### src/sv/rsfl_pkg.sv
// rsfl_pkg: shared types and fixed field widths for the record slot allocator.
// No dependencies; imported by rsfl_store and record_slot_free_list_allocator.
package rsfl_pkg;

   // Fixed field widths of the ports
   localparam int CFG_W    = 7;
   localparam int OP_W     = 3;
   localparam int SLOT_W   = 7;
   localparam int STATUS_W = 3;
   localparam int RSLOT_W  = 6;
   localparam int DATA_W   = 64;
   localparam int COUNT_W  = 7;

   // Reset value of the slot limit register
   localparam logic [CFG_W-1:0] CFG_RESET = 7'd64;

   typedef enum logic [OP_W-1:0] {
      OP_INIT   = 3'd0,
      OP_INSERT = 3'd1,
      OP_DELETE = 3'd2,
      OP_GET    = 3'd3,
      OP_UPDATE = 3'd4,
      OP_SCAN   = 3'd5
   } op_type;

   typedef enum logic [STATUS_W-1:0] {
      STAT_OK         = 3'd0,
      STAT_NOT_IN_USE = 3'd1,
      STAT_FULL       = 3'd2,
      STAT_EOF        = 3'd3,
      STAT_RANGE      = 3'd4
   } status_type;

   typedef enum logic [2:0] {
      S_SWEEP,
      S_IDLE,
      S_READ,
      S_CHECK,
      S_DONE
   } state_type;

   // Write enables from the sequencer to the slot store
   typedef struct packed {
      logic tbl_we;
      logic rec_we;
   } store_ctl_type;

endpackage

### src/sv/rsfl_store.sv
// rsfl_store: slot table (in-use flag plus free link) and record memory.
// Depends on rsfl_pkg. One write address, one read address, registered reads.
module rsfl_store #(
   parameter int SLOTS       = 64,
   parameter int RECORD_BITS = 64
) (
   input  logic                          clock,
   input  rsfl_pkg::store_ctl_type       ctl,
   input  logic [$clog2(SLOTS)-1:0]      wr_addr,
   input  logic [$clog2(SLOTS)-1:0]      rd_addr,
   input  logic                          tbl_wr_used,
   input  logic [$clog2(SLOTS+1)-1:0]    tbl_wr_link,
   input  logic [RECORD_BITS-1:0]        rec_wr_data,
   output logic                          tbl_rd_used,
   output logic [$clog2(SLOTS+1)-1:0]    tbl_rd_link,
   output logic [RECORD_BITS-1:0]        rec_rd_data
);
   import rsfl_pkg::*;

   localparam int LINK_W = $clog2(SLOTS + 1);

   logic [LINK_W:0]          tbl_mem [SLOTS];
   logic [RECORD_BITS-1:0]   rec_mem [SLOTS];
   logic [LINK_W:0]          tbl_rd_ff;
   logic [RECORD_BITS-1:0]   rec_rd_ff;

   always_ff @(posedge clock) begin
      if (ctl.tbl_we) begin
         tbl_mem[wr_addr] <= {tbl_wr_used, tbl_wr_link};
      end
      tbl_rd_ff <= tbl_mem[rd_addr];
   end

   always_ff @(posedge clock) begin
      if (ctl.rec_we) begin
         rec_mem[wr_addr] <= rec_wr_data;
      end
      rec_rd_ff <= rec_mem[rd_addr];
   end

   assign tbl_rd_used = tbl_rd_ff[LINK_W];
   assign tbl_rd_link = tbl_rd_ff[LINK_W-1:0];
   assign rec_rd_data = rec_rd_ff;

endmodule

### src/sv/record_slot_free_list_allocator.sv
// record_slot_free_list_allocator: top level, sequencer and result register.
// Depends on rsfl_pkg and rsfl_store.
//
// Allocates record slots on one page from a linked free list. Each slot has
// an in-use flag and a free link in a table memory and a record in a second
// memory; both have registered reads, so every slot access passes through a
// read state and a check/write state. Insert, delete, get and update go
// through accept, read, check and result load; requests rejected by range or
// count checks go from accept straight to result load. A scan repeats the
// read and check for each slot it visits, one table read per slot. Init
// rewrites the whole table, one entry per cycle. After reset the same pass
// runs with req_ready low; csr writes are taken at any time and the slot
// limit is sampled when a request transfers. The limit is the csr value
// saturated to 1..SLOTS. A new request is taken while a finished result
// still waits on rsp_*.
module record_slot_free_list_allocator #(
   parameter int SLOTS       = 64,
   parameter int RECORD_BITS = 64
) (
   input  logic                                  clock,
   input  logic                                  reset,
   input  logic                                  csr_valid,
   output logic                                  csr_ready,
   input  logic [rsfl_pkg::CFG_W-1:0]            csr_write_data,
   input  logic                                  req_valid,
   output logic                                  req_ready,
   input  logic [rsfl_pkg::OP_W-1:0]             req_op,
   input  logic signed [rsfl_pkg::SLOT_W-1:0]    req_slot,
   input  logic [rsfl_pkg::DATA_W-1:0]           req_write_data,
   output logic                                  rsp_valid,
   input  logic                                  rsp_ready,
   output logic [rsfl_pkg::STATUS_W-1:0]         rsp_status,
   output logic [rsfl_pkg::RSLOT_W-1:0]          rsp_result_slot,
   output logic [rsfl_pkg::DATA_W-1:0]           rsp_read_data,
   output logic [rsfl_pkg::COUNT_W-1:0]          rsp_record_count
);
   import rsfl_pkg::*;

   localparam int IDX_W  = $clog2(SLOTS);
   localparam int LINK_W = $clog2(SLOTS + 1);
   localparam int CMP_W  = (LINK_W > CFG_W) ? LINK_W : CFG_W;

   localparam logic [LINK_W-1:0] LINK_END  = LINK_W'(SLOTS);
   localparam logic [IDX_W-1:0]  IDX_LAST  = IDX_W'(SLOTS - 1);
   localparam logic [CMP_W-1:0]  SLOTS_CMP = CMP_W'(SLOTS);
   localparam logic [CMP_W-1:0]  LIM_RESET =
      (int'(CFG_RESET) > SLOTS) ? CMP_W'(SLOTS) : CMP_W'(int'(CFG_RESET));

   // Sequencer and datapath registers
   state_type               state_ff, state_in;
   logic [CFG_W-1:0]        cfg_ff;
   logic [OP_W-1:0]         op_ff, op_in;
   logic [RECORD_BITS-1:0]  wdata_ff, wdata_in;
   logic [CMP_W-1:0]        lim_ff, lim_in;
   logic [IDX_W-1:0]        addr_ff, addr_in;      // slot under work / sweep index
   logic [LINK_W-1:0]       head_ff, head_in;
   logic [COUNT_W-1:0]      count_ff, count_in;
   logic                    reply_ff, reply_in;    // init wants a result after sweep
   status_type              res_status_ff, res_status_in;
   logic [IDX_W-1:0]        res_slot_ff, res_slot_in;
   logic [RECORD_BITS-1:0]  res_data_ff, res_data_in;

   // Result register
   logic                    rsp_valid_ff;
   logic [STATUS_W-1:0]     rsp_status_ff;
   logic [RSLOT_W-1:0]      rsp_slot_ff;
   logic [DATA_W-1:0]       rsp_data_ff;
   logic [COUNT_W-1:0]      rsp_count_ff;

   // Store interface
   store_ctl_type           st_ctl;
   logic [IDX_W-1:0]        wr_addr;
   logic                    tbl_wr_used;
   logic [LINK_W-1:0]       tbl_wr_link;
   logic                    tbl_rd_used;
   logic [LINK_W-1:0]       tbl_rd_link;
   logic [RECORD_BITS-1:0]  rec_rd_data;

   // Decisions shared by the output and next-state logic
   logic                    go_sweep, go_read, go_done;
   logic                    sweep_last;
   logic                    rsp_load;

   logic [CMP_W-1:0]        cfg_ext;
   logic [CMP_W-1:0]        lim_now;
   logic [CMP_W-1:0]        slot_ext;
   logic [CMP_W-1:0]        scan_start;
   logic [CMP_W-1:0]        addr_next;
   logic [LINK_W-1:0]       idx_inc;

   // Limit is the register saturated to 1..SLOTS
   always_comb begin
      cfg_ext = CMP_W'(cfg_ff);
      if (cfg_ext == '0) begin
         lim_now = CMP_W'(1);
      end else if (cfg_ext > SLOTS_CMP) begin
         lim_now = SLOTS_CMP;
      end else begin
         lim_now = cfg_ext;
      end
   end

   assign slot_ext   = CMP_W'(req_slot[RSLOT_W-1:0]);
   assign scan_start = req_slot[SLOT_W-1] ? '0 : slot_ext + CMP_W'(1);
   assign addr_next  = CMP_W'(addr_ff) + CMP_W'(1);
   assign idx_inc    = LINK_W'(addr_ff) + LINK_W'(1);
   assign sweep_last = (addr_ff == IDX_LAST);
   assign rsp_load   = (state_ff == S_DONE) && (!rsp_valid_ff || rsp_ready);

   assign csr_ready = 1'b1;
   assign req_ready = (state_ff == S_IDLE);

   // Datapath control and register next values
   always_comb begin
      op_in         = op_ff;
      wdata_in      = wdata_ff;
      lim_in        = lim_ff;
      addr_in       = addr_ff;
      head_in       = head_ff;
      count_in      = count_ff;
      reply_in      = reply_ff;
      res_status_in = res_status_ff;
      res_slot_in   = res_slot_ff;
      res_data_in   = res_data_ff;
      st_ctl        = '0;
      wr_addr       = addr_ff;
      tbl_wr_used   = 1'b0;
      tbl_wr_link   = idx_inc;
      go_sweep      = 1'b0;
      go_read       = 1'b0;
      go_done       = 1'b0;

      case (state_ff)
         S_SWEEP: begin
            // Rebuild the chain: free flag, link to next, limit-1 ends it
            st_ctl.tbl_we = 1'b1;
            if (CMP_W'(idx_inc) == lim_ff) begin
               tbl_wr_link = LINK_END;
            end
            addr_in = addr_ff + IDX_W'(1);
            if (sweep_last) begin
               head_in       = '0;
               count_in      = '0;
               reply_in      = 1'b0;
               res_status_in = STAT_OK;
               res_slot_in   = '0;
               res_data_in   = '0;
               go_done       = reply_ff;
            end
         end

         S_IDLE: begin
            if (req_valid) begin
               op_in         = req_op;
               wdata_in      = req_write_data[RECORD_BITS-1:0];
               lim_in        = lim_now;
               res_status_in = STAT_OK;
               res_slot_in   = '0;
               res_data_in   = '0;
               case (op_type'(req_op))
                  OP_INIT: begin
                     addr_in  = '0;
                     reply_in = 1'b1;
                     go_sweep = 1'b1;
                  end
                  OP_INSERT: begin
                     if (CMP_W'(count_ff) >= lim_now || CMP_W'(head_ff) >= lim_now) begin
                        res_status_in = STAT_FULL;
                        go_done       = 1'b1;
                     end else begin
                        addr_in = head_ff[IDX_W-1:0];
                        go_read = 1'b1;
                     end
                  end
                  OP_DELETE, OP_GET, OP_UPDATE: begin
                     if (req_slot[SLOT_W-1] || slot_ext >= lim_now) begin
                        res_status_in = STAT_RANGE;
                        go_done       = 1'b1;
                     end else begin
                        addr_in = slot_ext[IDX_W-1:0];
                        go_read = 1'b1;
                     end
                  end
                  OP_SCAN: begin
                     if (scan_start >= lim_now) begin
                        res_status_in = STAT_EOF;
                        go_done       = 1'b1;
                     end else begin
                        addr_in = scan_start[IDX_W-1:0];
                        go_read = 1'b1;
                     end
                  end
                  default: begin
                     go_done = 1'b1;   // unused op codes: no change, ok
                  end
               endcase
            end
         end

         S_READ: begin
            // table and record reads of addr_ff in flight
         end

         S_CHECK: begin
            case (op_type'(op_ff))
               OP_INSERT: begin
                  go_done = 1'b1;
                  if (tbl_rd_used) begin
                     res_status_in = STAT_FULL;
                  end else begin
                     st_ctl.tbl_we = 1'b1;
                     st_ctl.rec_we = 1'b1;
                     tbl_wr_used   = 1'b1;
                     tbl_wr_link   = tbl_rd_link;
                     head_in       = tbl_rd_link;
                     count_in      = count_ff + COUNT_W'(1);
                     res_slot_in   = addr_ff;
                  end
               end
               OP_DELETE: begin
                  go_done = 1'b1;
                  if (!tbl_rd_used) begin
                     res_status_in = STAT_NOT_IN_USE;
                  end else begin
                     // push on the free list, linked to the old head
                     st_ctl.tbl_we = 1'b1;
                     tbl_wr_used   = 1'b0;
                     tbl_wr_link   = head_ff;
                     head_in       = LINK_W'(addr_ff);
                     if (count_ff != '0) begin
                        count_in = count_ff - COUNT_W'(1);
                     end
                  end
               end
               OP_GET: begin
                  go_done = 1'b1;
                  if (!tbl_rd_used) begin
                     res_status_in = STAT_NOT_IN_USE;
                  end else begin
                     res_data_in = rec_rd_data;
                  end
               end
               OP_UPDATE: begin
                  go_done = 1'b1;
                  if (!tbl_rd_used) begin
                     res_status_in = STAT_NOT_IN_USE;
                  end else begin
                     st_ctl.rec_we = 1'b1;
                  end
               end
               OP_SCAN: begin
                  if (tbl_rd_used) begin
                     res_status_in = STAT_OK;
                     res_slot_in   = addr_ff;
                     res_data_in   = rec_rd_data;
                     go_done       = 1'b1;
                  end else if (addr_next >= lim_ff) begin
                     res_status_in = STAT_EOF;
                     go_done       = 1'b1;
                  end else begin
                     addr_in = addr_next[IDX_W-1:0];
                     go_read = 1'b1;
                  end
               end
               default: begin
                  go_done = 1'b1;
               end
            endcase
         end

         S_DONE: begin
            // waiting for the result register
         end

         default: begin
         end
      endcase
   end

   // Next state
   always_comb begin
      state_in = state_ff;
      case (state_ff)
         S_SWEEP: begin
            if (sweep_last) begin
               state_in = go_done ? S_DONE : S_IDLE;
            end
         end
         S_IDLE: begin
            if (go_sweep) begin
               state_in = S_SWEEP;
            end else if (go_read) begin
               state_in = S_READ;
            end else if (go_done) begin
               state_in = S_DONE;
            end
         end
         S_READ: begin
            state_in = S_CHECK;
         end
         S_CHECK: begin
            if (go_read) begin
               state_in = S_READ;
            end else begin
               state_in = S_DONE;
            end
         end
         S_DONE: begin
            if (rsp_load) begin
               state_in = S_IDLE;
            end
         end
         default: begin
            state_in = S_IDLE;
         end
      endcase
   end

   always_ff @(posedge clock) begin
      if (reset) begin
         state_ff <= S_SWEEP;
         cfg_ff   <= CFG_RESET;
         lim_ff   <= LIM_RESET;
         addr_ff  <= '0;
         head_ff  <= '0;
         count_ff <= '0;
         reply_ff <= 1'b0;
      end else begin
         state_ff <= state_in;
         if (csr_valid && csr_ready) begin
            cfg_ff <= csr_write_data;
         end
         lim_ff   <= lim_in;
         addr_ff  <= addr_in;
         head_ff  <= head_in;
         count_ff <= count_in;
         reply_ff <= reply_in;
      end
   end

   always_ff @(posedge clock) begin
      op_ff         <= op_in;
      wdata_ff      <= wdata_in;
      res_status_ff <= res_status_in;
      res_slot_ff   <= res_slot_in;
      res_data_ff   <= res_data_in;
   end

   // Result register: loads from the staged result when empty or draining
   always_ff @(posedge clock) begin
      if (reset) begin
         rsp_valid_ff <= 1'b0;
      end else if (rsp_load) begin
         rsp_valid_ff <= 1'b1;
      end else if (rsp_ready) begin
         rsp_valid_ff <= 1'b0;
      end
   end

   always_ff @(posedge clock) begin
      if (rsp_load) begin
         rsp_status_ff <= res_status_ff;
         rsp_slot_ff   <= RSLOT_W'(CMP_W'(res_slot_ff));
         rsp_data_ff   <= DATA_W'(res_data_ff);
         rsp_count_ff  <= count_ff;
      end
   end

   assign rsp_valid        = rsp_valid_ff;
   assign rsp_status       = rsp_status_ff;
   assign rsp_result_slot  = rsp_slot_ff;
   assign rsp_read_data    = rsp_data_ff;
   assign rsp_record_count = rsp_count_ff;

   rsfl_store #(
      .SLOTS       (SLOTS),
      .RECORD_BITS (RECORD_BITS)
   ) u_store (
      .clock       (clock),
      .ctl         (st_ctl),
      .wr_addr     (wr_addr),
      .rd_addr     (addr_ff),
      .tbl_wr_used (tbl_wr_used),
      .tbl_wr_link (tbl_wr_link),
      .rec_wr_data (wdata_ff),
      .tbl_rd_used (tbl_rd_used),
      .tbl_rd_link (tbl_rd_link),
      .rec_rd_data (rec_rd_data)
   );

endmodule

### config.mk
export PLATFORM = sky130hd
export DESIGN_NAME = record_slot_free_list_allocator
export DESIGN_NICKNAME = d
export VERILOG_FILES = /design/src/sv/rsfl_pkg.sv /design/src/sv/rsfl_store.sv /design/src/sv/record_slot_free_list_allocator.sv
export SDC_FILE = /design/constraint.sdc
export NUM_CORES = 2
export LEC_CHECK = 0
export ABC_CLOCK_PERIOD_IN_PS = 6200
export BUFFER_PORTS_ARGS = -buffer_cell sky130_fd_sc_hd__buf_2
export CAP_MARGIN = 15
export CORE_MARGIN = 5
export CORE_UTILIZATION = 37
export DETAILED_ROUTE_END_ITERATION = 10
export MAX_ROUTING_LAYER = met4
export SYNTH_ARGS = -nofsm -noshare
export SYNTH_HDL_FRONTEND = slang
export SYNTH_HIERARCHICAL = 1
export SYNTH_MEMORY_MAX_BITS = 65536
export SYNTH_SLANG_ARGS = --single-unit
export TNS_END_PERCENT = 100
### constraint.sdc
create_clock -name clock -period 6.2 [get_ports clock]
set_input_delay 0.62 -clock clock [delete_from_list [all_inputs] [get_ports clock]]
set_output_delay 0.62 -clock clock [all_outputs]
set_load 0.02 [all_outputs]
# Word-level counts from Yosys, hierarchy flattened
# Memory sizes are Yosys's and may differ from the RTL's. A register that Yosys moved wholly into a read port is not among the register bits.
# Index checks and enable logic that the tools add are counted.
# totals
register_bits	259
latch_bits	0
ramBits	4608
romBits	0
in_bits	86
output_inout_bits	83
word_cells	194
mem_count	2
# op_classes
n_addsub	5
n_mul	0
div	0
n_lt_le_gt_ge	6
eq_ne	40
shift	0
n_mux	99
bitwise_logic	0
n_reduce_logical	25
# mem_list
memory	words	word_bits	read_ports	rd_ports_with_merged_regs	wr	line	source
u_store.rec_mem	64	64	1	1	1	rsfl_store.sv:23	logic [RECORD_BITS-1:0] rec_mem [SLOTS];
u_store.tbl_mem	64	8	1	1	1	rsfl_store.sv:22	logic [LINK_W:0] tbl_mem [SLOTS];
# ops
operator	count
$mux W64	4
$pmux W64 S3	1
$mux W7	12
$pmux W7 S2	6
$mux W6	11
$mux W3	14
$pmux W6 S3	2
$mux W1	32
$ge A7 B7 Y1	4
$pmux W3 S3	3
$pmux W6 S4	1
$eq A3 B2 Y1 const B	6
$ne A3 B3 Y1 const B	6
$eq A3 B3 Y1 const B	5
$pmux W3 S5	1
$add A6 B1 Y7 const B	2
$ne A2 B2 Y1 const B	6
$pmux W6 S2	1
$reduce_and A6 Y1	2
$pmux W1 S2	5
$reduce_and A5 Y1	2
$eq A3 B1 Y1 const B	3
$ne A3 B2 Y1 const B	3
$reduce_and A9 Y1	1
other kinds (30)	42

# Logic depth before layout (Yosys ltp)
# depth
word_depth	13
ltp_mapped	12
depth_no_buf	11

# By module
# Netlist, hierarchy kept.
# by_module_without_submodules
mod	instances	cells_per_inst	area_per_inst_um2	seq_area_each_um2
rsfl_store	1	7674	176356.6	139814.1
record_slot_free_list_allocator	1	746	10601.4	7387.1

# Worst setup path after synthesis
# Ideal clock, no wire load.
# synth_timing
path_kind	register to register
startpoint	register addr_ff[1]
endpoint	register res_data_ff[0], enable pin
setup_time_ps	507
arrival_ps	4374
t_required_ps	5693
path_slack_ps	1319
stages_incl_launch_ff	6
path_buffers	0
period_less_slack_ps	4881
path_cell_list	dfxtp_1 > ha_1 > nand3_1 > nor4_1 > o21bai_1 > a21oi_1
# synth_via
elab_chain_cells	3
# synth_rtl
element	line	source
start: declaration	record_slot_free_list_allocator.sv:55	logic [IDX_W-1:0] addr_ff, addr_in;
start signal: assignment	record_slot_free_list_allocator.sv:334	addr_ff <= addr_in;
$eq A6 B6 Y1	record_slot_free_list_allocator.sv:107	assign sweep_last = (addr_ff == IDX_LAST);
$ne A2 B2 Y1 (no source line)	-	
$reduce_and A5 Y1 (no source line)	-	
end signal: assignment	record_slot_free_list_allocator.sv:346	res_data_ff <= res_data_in;
end: declaration	record_slot_free_list_allocator.sv:61	logic [RECORD_BITS-1:0] res_data_ff, res_data_in;
# Every way passes these cells.
# A chain may end at the register's enable or synchronous reset.

# Worst setup path after layout
# layout_timing
startpoint	register addr_ff[0]
endpoint	memory u_store/tbl_mem[26][0] (netlist bit) (data pin)
# layout_via
elab_chain_cells	4
word_cells_on_any_way	7
classes_between	add/sub (1); eq/ne (1); mux (5)
# layout_rtl
element	line	source
$add A6 B1 Y7 *	record_slot_free_list_allocator.sv:106	assign idx_inc = LINK_W'(addr_ff) + LINK_W'(1);
$eq A7 B7 Y1, or another cell as far along	record_slot_free_list_allocator.sv:137	if (CMP_W'(idx_inc) == lim_ff) begin
$mux W7 / $pmux W7 S2 (equally long branches)	record_slot_free_list_allocator.sv:137, record_slot_free_list_allocator.sv:205	
$pmux W7 S2 *	record_slot_free_list_allocator.sv:133	case (state_ff)
named net tbl_wr_link[0]	record_slot_free_list_allocator.sv:74	logic [LINK_W-1:0] tbl_wr_link;
end: declaration	rsfl_store.sv:22	
# Mark *: on every way through the listed nets, which the timed path passes. The rest lies on a longest branch.

==> results.yml <==
status:
  status: "complete, no violations"
die:
  dieArea_mm2: 0.520
  pin_count: 169
  start_util_pct: 37.1
  core_mm2: 0.505
  die_w_um: 721
  dieHeight_um: 721
  row_count: 261
logic_synthesis:
  synth_common_cells: "4,828 x edfxtp_1, 1,152 x mux4_2, 239 x nand2_1, 219 x nor2_1, 213 x nand3_1"
  yosysUniqueCellTypes: 73
  synth_area_leaders: "edfxtp_1 78%, mux4_2 14%, dfxtp_1 1.2%, mux2i_1 0.80%, a22oi_1 0.63%"
  yosys.cell_count.top_type: "edfxtp_1"
  async_flop_share_pct: 0
  syn_nets: 8548
  synth_edf_count: 4828
  ys_warn_count: 6
  ys_seq_elements: 4939
  yosysTopAreaCell: "edfxtp_1"
  post-synth-top-area-fraction_pct: 77.5
  synth_ff_type: "edfxtp_1"
  synthesis.area_mm2: 0.187
  avgSynthCellArea_um2: 22.2
  ys_seq_area_share_pct: 78.7
  syn_inst: 8420
sta:
  finClkSkew_ps: 46.5
  fin_crit_sh_pct: 71.0
  finalCriticalPeriod_ps: 4400
  setup_viol: 0
  slew_viol_final: 0
  hold-worst-slack_ps: 136
  final.setup.tns_ps: 0
  tightest_slew_ps: 1260
  clock.fmax_ghz: 0.227
  rsz0062_at_grt: "false"
  hold_violations: 0
  slew_headroom_pct: 15.5
power_and_ir_drop:
  power.density_mw_per_mm2: 381
  finalPower_w: 0.0816
  vdd_drop_max_mv: 0.314
  leakage_nw: 64.6
critical_path:
  cpPeakStageDelay_ps: 1030
  crit_buf_inv: 3
  cp_max_fo: 36
  slowest_stage: "o22ai_4"
  path_cells: "ha_1, nand3_1, xor2_1, inv_1, ha_1, nand4_1, nor3_1, inv_1, nand2_1, o22ai_4, buf_4"
  path_delay_family: "compound AO/OA/AOI/OAI gates"
  worstPathRequired_ps: 7040
  end_kind: "flip-flop"
  critPathKind: "reg -> reg"
  startpoint_type: "flip-flop"
  arrival_ps: 5240
layout:
  nNetsFinal: 9132
  layout-drive-gt1-share_pct: 26.0
  syn_to_final_growth_pct: 14.7
  fill_cells: 42800
grt:
  grt_max_degree: 123
  grt_overflow: 0
  first_global_vias: 93600
  grtUsageTotal_pct: 21.2
  grt_pass1_wl_um: 758000
  antenna_found_initial: 40
clocking:
  cts_buffers: 472
  cts_tree: "built"
  cts_max_level: 5
  cts_sinks: 4939
  clock_latency_ps: 1050
  root_buffer: "clkbuf_16"
  clkTransAtPathRegs_ps: 70
  max-clock-path-buffers: 4
  postCtsResizedCells: 0
routing:
  avgViaCountPerCell: 5.87
  drtIter0Drc: 13200
  route.detailed.drc: 0
  dr_total_vias: 94700
  drt_wl_total_um: 548000
  avgRoutedWirePerCell_um: 34.0
  ant_nets: 0
  firstDrtPassIters: 5
place:
  dp_hpwl_um: 286000
  io_buffers: 167
  place.gp.congestion: 0.817
min_path:
  hp-class: "in -> reg"
run:
  max_cap_viol_count: 0
through the flow:
step | std cells | worst slack [ps] | cell area, um^2 | util [%]
after floorplan | 8420 | 1320 | 187000 | -
after global placement | 15100 | 1820 | 198000 | 39.3
after detailed placement | 15200 | 1830 | 198000 | 39.3
after CTS | 16100 | 1810 | 214000 | 42.5
after global routing | 16100 | 1550 | 214000 | 42.5
final | 16100 | 1800 | 214000 | 42.5
cell type report:
type	instances	area [um^2]	share of cell area, %
Tap cell	6706	8390	3.91
Clock buffer	609	12600	5.88
Sequential cell	4939	147000	68.7
Timing Repair Buffer	579	5410	2.52
Antenna cell	19	47.5	0.0222
Inverter	45	174	0.0811
Multi-Input combinational cell	2967	38000	17.7
Clock inverter	270	2520	1.17
layer usage:
layer	part of all wire [%]	vias up	global-route usage [%]
met5	0	-	-
met3	9.4	971	3.57
met4	3.3	0	6.21
li1	-	36800	-
met2	48	5377	33.1
met1	39	51600	28.9
state kept, by name (all words and copies together), names as in the netlist, 6 cells and up:
signal	flops
addr_ff	6
cfg_ext	7
count_ff	7
head_ff	7
lim_ff	7
res_data_ff	64
res_slot_ff	6
rsp_read_data	64
rsp_record_count	7
rsp_result_slot	6
u_store/rec_mem	4096
u_store/rec_rd_data	64
u_store/tbl_mem	512
u_store/tbl_rd_ff	8
wdata_ff	64
what timing repair did:
action | CTS | global route
hold endpoints to repair | 75 | 0
hold buffers | 83 | 0
setup buffers | 0 | 0
final timing paths:
path / cells past startpoint / to / startpoint / slack, ps
worst min register to register: 0 / rsp_read_data[16] / res_data_ff[16] / 420
worst max-delay path: 11 / u_store/tbl_mem[26][0] / addr_ff[0] / 1800
worst min-delay path: 4 / state_ff[0] / req_valid / 140
worst max register to register: 11 / u_store/tbl_mem[26][0] / addr_ff[0] / 1800
layout by cell type, fill, tap and decap left out, drive strengths merged, types with 150 or more instances in the layout:
master / n
a22oi: 157
buf: 496
clkbuf: 609
clkinv: 197
edfxtp: 4828
mux2i: 150
mux4: 1152
nand2: 240
nand3: 213
nor2: 220
worst min-delay path: cells and delay by family:
| family | cells | cell delay, ps |
|---|---|---|
| AO/OA/AOI/OAI | 2 | 220 |
| buffers and inverters | 2 | 270 |
power breakdown:
| part | switching, W | internal (W) | leakage, nW | total [W] |
|---|---|---|---|---|
| logic | 0.00855 | 0.00680 | 13.0 | 0.0154 |
| registers | 0.000599 | 0.0373 | 44.2 | 0.0379 |
| clock network | 0.0125 | 0.0159 | 7.38 | 0.0284 |
| total | 0.0216 | 0.0600 | 64.6 | 0.0816 |
cells by family (layout without fill, tap and decap cells):
family / Yosys count / count (layout) / share of synthesized area [%]
DFF: 4939 / 4939 / 78.7
muxes: 1309 / 1309 / 14.7
and+or+nand+nor: 1037 / 1037 / 2.74
AOI/OAI and AO/OA: 568 / 568 / 2.15
buffers and inverters: 514 / 1503 / 1.31
adders and majority gates: 42 / 42 / 0.285
xor gates and xnor gates: 10 / 10 / 0.0469
other: 1 / 20 / 0.00201
Power figures use the tool's default switching activity.
